## src/rtl/mpm_pkg.sv

```systemverilog
// mpm_pkg: shared types and codes of the multi-pattern matcher
// depends on nothing; used by multi_pattern_matcher_core, mpm_node_mem and mpm_pat_mem
package mpm_pkg;

  // operation codes of an input transaction
  localparam logic [1:0] OP_CLEAR   = 2'd0;
  localparam logic [1:0] OP_PATTERN = 2'd1;
  localparam logic [1:0] OP_TEXT    = 2'd2;

  // input transaction
  typedef struct packed {
    logic [1:0] opcode;
    logic [7:0] symbol;
    logic       end_of_pattern;
    logic       start_of_text;
  } in_item_t;

  // result transaction
  typedef struct packed {
    logic [5:0]  pattern_id;
    logic [31:0] match_position;
    logic        last_match;
    logic        table_full;
  } out_item_t;

  // per-field write enables of the node store
  typedef struct packed {
    logic fail;
    logic outl;
    logic depth;
    logic head;
  } node_we_t;

  // per-field write enables of the pattern store
  typedef struct packed {
    logic link;
    logic len;
  } pat_we_t;

endpackage

```

## src/rtl/mpm_pat_mem.sv

```systemverilog
// mpm_pat_mem: per-pattern list link and pattern length
// depends on mpm_pkg; instantiated by multi_pattern_matcher_core
module mpm_pat_mem #(
  parameter int MAX_PATTERNS = 64,
  parameter int NW           = 8,
  parameter int PW           = 7,
  parameter int PIW          = 6
) (
  input  logic             clk,
  input  logic [PIW-1:0]   rd_addr,
  output logic [PW-1:0]    rd_link,
  output logic [NW-1:0]    rd_len,
  input  mpm_pkg::pat_we_t we,
  input  logic [PIW-1:0]   wr_addr,
  input  logic [PW-1:0]    wr_link,
  input  logic [NW-1:0]    wr_len
);

  logic [PW-1:0] link_mem [MAX_PATTERNS];
  logic [NW-1:0] len_mem  [MAX_PATTERNS];

  // field-wise writes
  always_ff @(posedge clk) begin
    if (we.link) link_mem[wr_addr] <= wr_link;
    if (we.len)  len_mem[wr_addr]  <= wr_len;
  end

  // registered read
  always_ff @(posedge clk) begin
    rd_link <= link_mem[rd_addr];
    rd_len  <= len_mem[rd_addr];
  end

endmodule

```

## config.mk

```make
export PLATFORM = sky130hd
export DESIGN_NAME = mpm_pat_mem
export DESIGN_NICKNAME = d
export VERILOG_FILES = /design/src/rtl/mpm_pkg.sv /design/src/rtl/mpm_pat_mem.sv
export SDC_FILE = /design/constraint.sdc
export NUM_CORES = 1
export LEC_CHECK = 0
export BUFFER_PORTS_ARGS = -buffer_cell sky130_fd_sc_hd__buf_2
export CAP_MARGIN = 5
export CORE_MARGIN = 10
export CORE_UTILIZATION = 50
export DETAILED_ROUTE_END_ITERATION = 12
export PLACE_DENSITY = 0.74
export SLEW_MARGIN = 20
export SYNTH_ARGS = -nofsm -noshare
export SYNTH_HDL_FRONTEND = slang
export SYNTH_SLANG_ARGS = --single-unit
```

## constraint.sdc

```tcl
create_clock -name clk -period 3 [get_ports clk]
set_input_delay 0.6 -clock clk [delete_from_list [all_inputs] [get_ports clk]]
set_output_delay 0.6 -clock clk [all_outputs]
set_load 0.05 [all_outputs]
```

==> results of run 1 <==
==> state kept, by name, summed over array words and instances, names as in the netlist <==
name      flops
rd_len        8
rd_link       7
len_mem     512
link_mem    448
==> routing by layer <==
metal / vias to the layer above / GRT usage, % / share of wire (%)
met1: 9905 / 28.7 / 40
met4: 8 / 5.38 / 2.2
met3: 126 / 3.86 / 10
li1: 7770 / - / -
met5: - / 0 / 0.053
met2: 1035 / 31.8 / 48
==> worst max path at each step <==
stage / endpoint / slack [ns]
global route: rd_len[4] / 0.60
global placement: rd_len[4] / 0.09
detailed placement: rd_len[4] / 0.07
CTS: rd_len[4] / 0.69
finish: rd_len[4] / 0.60
floorplan: len_mem[37][0] / 0.58
==> cell families (layout without fill, tap and decap cells) <==
logic type | count (synthesis) | count (layout) | share of synthesized area, %
compound gates | 113 | 113 | 1.85
buf+inv | 107 | 449 | 1.64
flops | 975 | 975 | 77.4
mux | 298 | 298 | 16.3
other cells | 0 | 3 | 0
simple gates | 245 | 245 | 2.79
==> cell usage in the layout, fill, tap and decap left out, drive strengths merged, types with 20 or more instances in the layout <==
master and instances:
a21oi 20, mux2i 43, nor2 165, buf 268, mux4 253, nand2 24
clkinv 44, o21ai 43, clkbuf 104, edfxtp 960
==> worst register-to-register path: cells and delay by family (launching register included) <==
| kind | cells | cell delay (ns) |
|---|---|---|
| compound gates | 4 | 0.99 |
| buf+inv | 1 | 0.17 |
| flops | 1 | 0.36 |
| mux | 1 | 0.49 |
==> power groups by stage <==
stage	Clock [uW]	Sequential [uW]	Combinational (uW)
5_1_grt	12200	15100	1640
3_5_place_dp	0	15400	1540
4_1_cts	11600	15100	1550
6_report	11500	15100	1550
3_3_place_gp	0	15400	1510
2_1_floorplan	0	15500	781
==> through the flow <==
step	power [uW]	setup slack (ns)
CTS	28300	0.695
floorplan	16300	0.581
global placement	16900	0.0851
finish	28100	0.602
global route	28900	0.595
detailed placement	16900	0.0722
==> cell type report <==
class	count	area [um2]	area share [%]
sequential	975	29100	67.1
multi-input combinational	656	7900	18.2
clock buffer	104	2370	5.45
timing repair buffer	268	2140	4.93
tap	969	1210	2.79
clock inverter	66	612	1.41
inverter	11	41.3	0.0951
antenna	3	7.51	0.0173
==> summary.md, run 1 <==
| Metric | Value |
|---|---|
| Proportion of power drawn by flip-flops and latches | `a little over half` |
| Kind of cell adding the most delay to the critical path | `compound AO/OA/AOI/OAI gates` |
| Slew at the pin with the worst max-slew slack | `0.878 ns` |
| Max FO, Critical Path | `27` |
| GRT Overall Usage | `a little over 20%` |
| VDD IR max | `0.534 mV` |
| Count leader, synth | `edfxtp_1` |
| Number of vias per cell after detailed routing | `6.17` |
| Iter 0 DRT Violations | `2396` |
| R2r startpoint | `len_mem[23][4]` |
| Post-Route Skew | `roughly 0.019 ns` |
| Share of flip-flops with an asynchronous set or reset after synthesis | `0%` |
| Net total in the final layout | `about 2000` |
| Average size of a mapped cell | `21.7 um2` |
| Die height | `about 290 um` |
| Critical Path Start | `rd_addr[0]` |
| Number of antenna violations at the first check in global routing | `7` |
| Number of standard-cell rows in the floorplan | `100` |
| Relative slew slack | `41.5%` |
| Outcome | `complete, no violations` |
| Final critical-path required period | `2.40 ns` |
| Class of the tightest hold or removal check | `in2reg` |
| Placed standard-cell area | `about 40000 um2` |
| WP buf/inv | `3` |
| Number of cells in the finished layout apart from fillers | `around 3000` |
| Wire length reported by the detailed router | `86600 um` |
| Worst Path Class, Setup | `in2reg` |
| GRT Residual Overflow | `0` |
| Number of I/O port buffers | `44` |
| Routability-driven placement congestion ratio | `between 0.8 and 0.9` |
| Register-to-register path setup slack | `just over 0.8 ns` |
| Total negative slack | `0 ns` |
| Hold Path Origin | `wr_len[0]` |
| Pin count of the biggest net entering global routing | `65` |
| R2R cell count | `6` |
| Number of warnings reported in the yosys synthesis log | `0` |
| Clk root buf | `clkbuf_16` |
| Total of max-cap violations | `0` |
| Critical path endpoint category | `flip-flop` |
| Top cell types by occurrence after synthesis | `edfxtp_1, mux4_2, nor2_1` |
| Share of the synthesized area in the top cell type | `between 70% and 80%` |
| CP required | `~3.5 ns` |
| Final hold viol count | `0` |
| Synth Instances | `approximately 1700` |
| Antenna Violating Nets Remaining | `0` |
| Post-cts gate resize count | `0` |
| Number of remaining DRC errors | `0` |
| Post-synthesis sequential area ratio | `between 70% and 80%` |
| Critical path startpoint category | `primary input` |
| Number of buffers between clock root and the deepest sink | `3` |
| Die boundary width | `approximately 290 um` |
| RSZ-0062 raised after global routing | `false` |
| CTS Hold Bufs | `0` |
| Switching share of total power | `between 20% and 30%` |
| H-tree depth | `3` |
| Maximum frequency from static timing analysis | `approximately 420 MHz` |
| Slowest CP cell | `mux4_2` |
| Power density over cell area | `between 600 and 700 nW/um2` |
| Final setup violation count | `0` |
| Netlist area before placement | `~38000 um2` |
| Number of buffers inserted by post-CTS setup repair | `0` |
| # IOs | `45` |
| Worst reg2reg endpoint | `rd_len[4]` |
| Library cell occupying the most area in the post-synthesis netlist | `edfxtp_1` |
| Final design area excluding fillers | `roughly 43000 um2` |
| Clock insertion delay at the later pin of the skew report | `between 0.6 and 0.7 ns` |
| Critical path cell sequence | `buf_8, buf_12, buf_12, mux4_2, mux2i_1, a211oi_1, o21ai_1, o21ai_1` |
| Minimum hold slack | `about 0.28 ns` |
| Placeable core region | `approximately 75000 um2` |
| Number of CTS-inserted buffers | `91` |
| Routed WL per cell | `between 20 and 30 um` |
| Clock-pin slew reported for the worst setup and hold paths after clock tree synthesis | `~0.060 ns` |
| Half-perimeter wire length after placement | `55000 um` |
| Design internal power | `around 22000 uW` |
| Final worst-path cycle share | `about 80%` |
| Stage delay of the slowest cell on the critical path | `around 0.54 ns` |
| Number of cells on the critical path | `8` |
| Global-route wire length before repair | `130000 um` |
| WP data arrival | `about 2.9 ns` |
| Final Slew Violations | `0` |
| Clock tree from TritonCTS | `done` |
| Post-Route Utilization | `roughly three fifths` |
| Count of different cell masters after synthesis | `35` |
| Growth of design area from synthesis to finish | `15.3%` |
| TritonCTS Sinks | `about 1000` |
| Via count of the first global-routing pass | `~19000` |
| Die area | `86700 um2` |
| LEAKAGE | `roughly 0.014 uW` |
| Number of cells on the worst hold path | `1` |
| Register bit total from synthesis | `~980` |
| 1st-pass router iterations | `5` |
| Total via count in the routed design | `about 19000` |
| Starting density of the core | `50.5%` |
| Capture endpoint of the worst hold path | `len_mem[33][0]` |
| Fraction of power consumed by the clock network | `a little over 40%` |
| Power share of the combinational group | `under 10%` |
| Number of nets produced by synthesis | `between 1500 and 2000` |
| Synth top area cells | `edfxtp_1, mux4_2, nor2_1` |
| Placed instance count | `about 2900` |
| Top flip-flop cell by instance count after synthesis | `edfxtp_1` |
| Net switching power | `5950 uW` |
| Number of enable-type register cells in the synthesized netlist | `960` |
| Filler cell count in the final layout | `5237` |
| Fraction of final layout cells with drive strength greater than 1 | `32.2%` |
Power figures use the tool's default switching activity.
==> run 2: changes to the inputs <==
==> constraint.sdc (replaced) <==
create_clock -name clk -period 2.4 [get_ports clk]
set_input_delay 0.48 -clock clk [delete_from_list [all_inputs] [get_ports clk]]
set_output_delay 0.48 -clock clk [all_outputs]
set_load 0.05 [all_outputs]
==> run 2 against run 1 <==
Design area up 2.1%. Die area unchanged. Non-clock buffer count up 66. Clock skew down 0.0020 ns. Cell count up 2.0%. Critical path type is now reg2out.
==> summary.md, run 2 (synthesis gave the netlist of run 1 again) <==
| Metric | Value |
|---|---|
| Outcome | `complete, no violations` |
| Stage delay of the slowest cell on the critical path | `0.46 ns (-0.08 ns)` |
| CP required | `1.92 ns (-1.56 ns)` |
| Total via count in the routed design | `19069 (+1.2%)` |
| Routability-driven placement congestion ratio | `0.827 (+0.74%)` |
| Final setup violation count | `0 (unchanged)` |
| Clock-pin slew reported for the worst setup and hold paths after clock tree synthesis | `0.07 ns (about the same)` |
| Number of antenna violations at the first check in global routing | `7 (unchanged)` |
| Slowest CP cell | `dfxtp_1` |
| Class of the tightest hold or removal check | `in2reg` |
| Slew at the pin with the worst max-slew slack | `0.741 ns (-0.137 ns)` |
| CTS Hold Bufs | `0 (unchanged)` |
| RSZ-0062 raised after global routing | `false` |
| Critical path endpoint category | `primary output` |
| Number of CTS-inserted buffers | `92 (+1.1%)` |
| Die area | `86700 um2 (unchanged)` |
| VDD IR max | `0.785 mV (+47%)` |
| Starting density of the core | `50.5% (unchanged)` |
| Half-perimeter wire length after placement | `56700 um (+3.1%)` |
| Hold Path Origin | `wr_len[6]` |
| Fraction of final layout cells with drive strength greater than 1 | `34.3% (+2.2 points)` |
| Total power draw | `36500 uW (+30%)` |
| Placeable core region | `74600 um2 (unchanged)` |
| Total area of multi-input combinational cells | `7900 um2 (unchanged)` |
| Final hold viol count | `0 (unchanged)` |
| Number of standard-cell rows in the floorplan | `100 (unchanged)` |
| Register-to-register path setup slack | `0.53 ns (-0.30 ns)` |
| Number of buffers between clock root and the deepest sink | `3 (unchanged)` |
| Largest registers | `len_mem (512), link_mem (448), rd_len (8)` |
| Kind of cell adding the most delay to the critical path | `flip-flops` |
| Relative slew slack | `50.6% (+9.1 points)` |
| WP data arrival | `1.43 ns (-1.45 ns)` |
| TritonCTS Sinks | `975 (unchanged)` |
| Routed WL per cell | `28.3 um (-0.18%)` |
| Minimum hold slack | `0.286 ns (+0.00460 ns)` |
| 1st-pass router iterations | `7 (+2)` |
| Leading cell types in the layout, fill and taps excluded | `edfxtp_1, buf_4, mux4_2, nor2_1, clkbuf_16` |
| R2r startpoint | `len_mem[7][7]` |
| Pin count of the biggest net entering global routing | `65 (unchanged)` |
| Iter 0 DRT Violations | `2273 (-5.1%)` |
| Number of remaining DRC errors | `0 (unchanged)` |
| Clk root buf | `clkbuf_16` |
| Total negative slack | `0 ns (unchanged)` |
| Max FO, Critical Path | `1 (-96%)` |
| Number of I/O port buffers | `44 (unchanged)` |
| Number of cells in the finished layout apart from fillers | `3114 (+2.0%)` |
| Filler cell count in the final layout | `5072 (-3.2%)` |
| Leading cell type in the layout, fill and taps excluded | `edfxtp_1` |
| Final design area excluding fillers | `44300 um2 (+2.1%)` |
| Net total in the final layout | `2100 (+3.3%)` |
| Antenna Violating Nets Remaining | `0 (unchanged)` |
| Placed standard-cell area | `41100 um2 (+1.6%)` |
| Post-Route Skew | `0.0168 ns (-0.00197 ns)` |
| # IOs | `45 (unchanged)` |
| WP buf/inv | `1 (-2)` |
| Worst Path Class, Setup | `reg2out` |
| H-tree depth | `3 (unchanged)` |
| Storage element area | `29100 um2 (unchanged)` |
| Clock tree from TritonCTS | `done` |
| Flip-flop count of the largest register after layout | `512 (unchanged)` |
| Critical Path Start | `rd_link[2]` |
| GRT Residual Overflow | `0 (unchanged)` |
| Number of vias per cell after detailed routing | `6.12 (-0.82%)` |
| Final Slew Violations | `0 (unchanged)` |
| Global-route wire length before repair | `131000 um (+1.3%)` |
| Final critical-path required period | `roughly 1.9 ns` |
| Placed instance count | `2945 (+2.3%)` |
| Final worst-path cycle share | `roughly four fifths` |
| Number of buffers inserted by post-CTS setup repair | `0 (unchanged)` |
| Wire length reported by the detailed router | `88200 um (+1.8%)` |
| Critical path startpoint category | `flip-flop` |
| Total of max-cap violations | `0 (unchanged)` |
| Register with the most flip-flops | `len_mem` |
| Clock insertion delay at the later pin of the skew report | `0.65 ns (about the same)` |
| Die boundary width | `294 um (unchanged)` |
| Via count of the first global-routing pass | `19690 (+1.8%)` |
| Critical path cell sequence | `buf_2` |
| LEAKAGE | `0.0145 uW (+3.5%)` |
| Die height | `294 um (unchanged)` |
| GRT Overall Usage | `20.5% (+0.35 points)` |
| Growth of design area from synthesis to finish | `17.7%` |
| Maximum frequency from static timing analysis | `523 MHz` |
| Power density over cell area | `824 nW/um2 (+27%)` |
| Post-cts gate resize count | `0 (unchanged)` |
run 2: cell types whose count changed in the layout (fill, tap and decap cells not counted), sizes merged:
cell    previous run  this run
clkbuf           104       112
bufinv            10        20
clkinv            44        25
inv               16        13
buf              268       334
run 2: per-stage QoR:
stage | util (%) | setup WS (ns)
5_1_grt | 59.4 | 0.432
6_report | 59.4 | 0.489
2_1_floorplan | - | 0.101
3_5_place_dp | 55.1 | -0.0881
4_1_cts | 59.4 | 0.483
3_3_place_gp | 55.1 | -0.0717
run 2: path summary, 6_finish.rpt:
path,depth (start not counted),to
worst max-delay path,1,rd_link[2]
worst max register to register,5,rd_len[7]
worst min register to register,4,rd_link[2]
worst min-delay path,1,len_mem[38][6]
run 2: metal layers:
| metal | routed length [um] | global-route usage, % | vias up | share of wire, % |
|---|---|---|---|---|
| met4 | 2510 | 7.11 | 10 | 2.8 |
| li1 | - | - | 7897 | - |
| met3 | 8740 | 4.27 | 183 | 9.9 |
| met2 | 42800 | 32.3 | 1020 | 49 |
| met1 | 34000 | 28.3 | 9959 | 39 |
| met5 | 66 | 0 | - | 0.075 |
run 2: area by class of cell:
class / count / area share [%]
Sequential cell: 975 / 65.8
Clock buffer: 112 / 5.50
Clock inverter: 54 / 1.79
Antenna cell: 3 / 0.0169
Inverter: 11 / 0.0932
Multi-Input combinational cell: 656 / 17.8
Timing Repair Buffer: 334 / 6.29
Tap cell: 969 / 2.74
run 2: power by group:
group / total, uW / switching [uW] / internal (uW)
combinational: 2040 / 1230 / 808
sequential: 18900 / 61.1 / 18800
clock: 15600 / 6170 / 9380
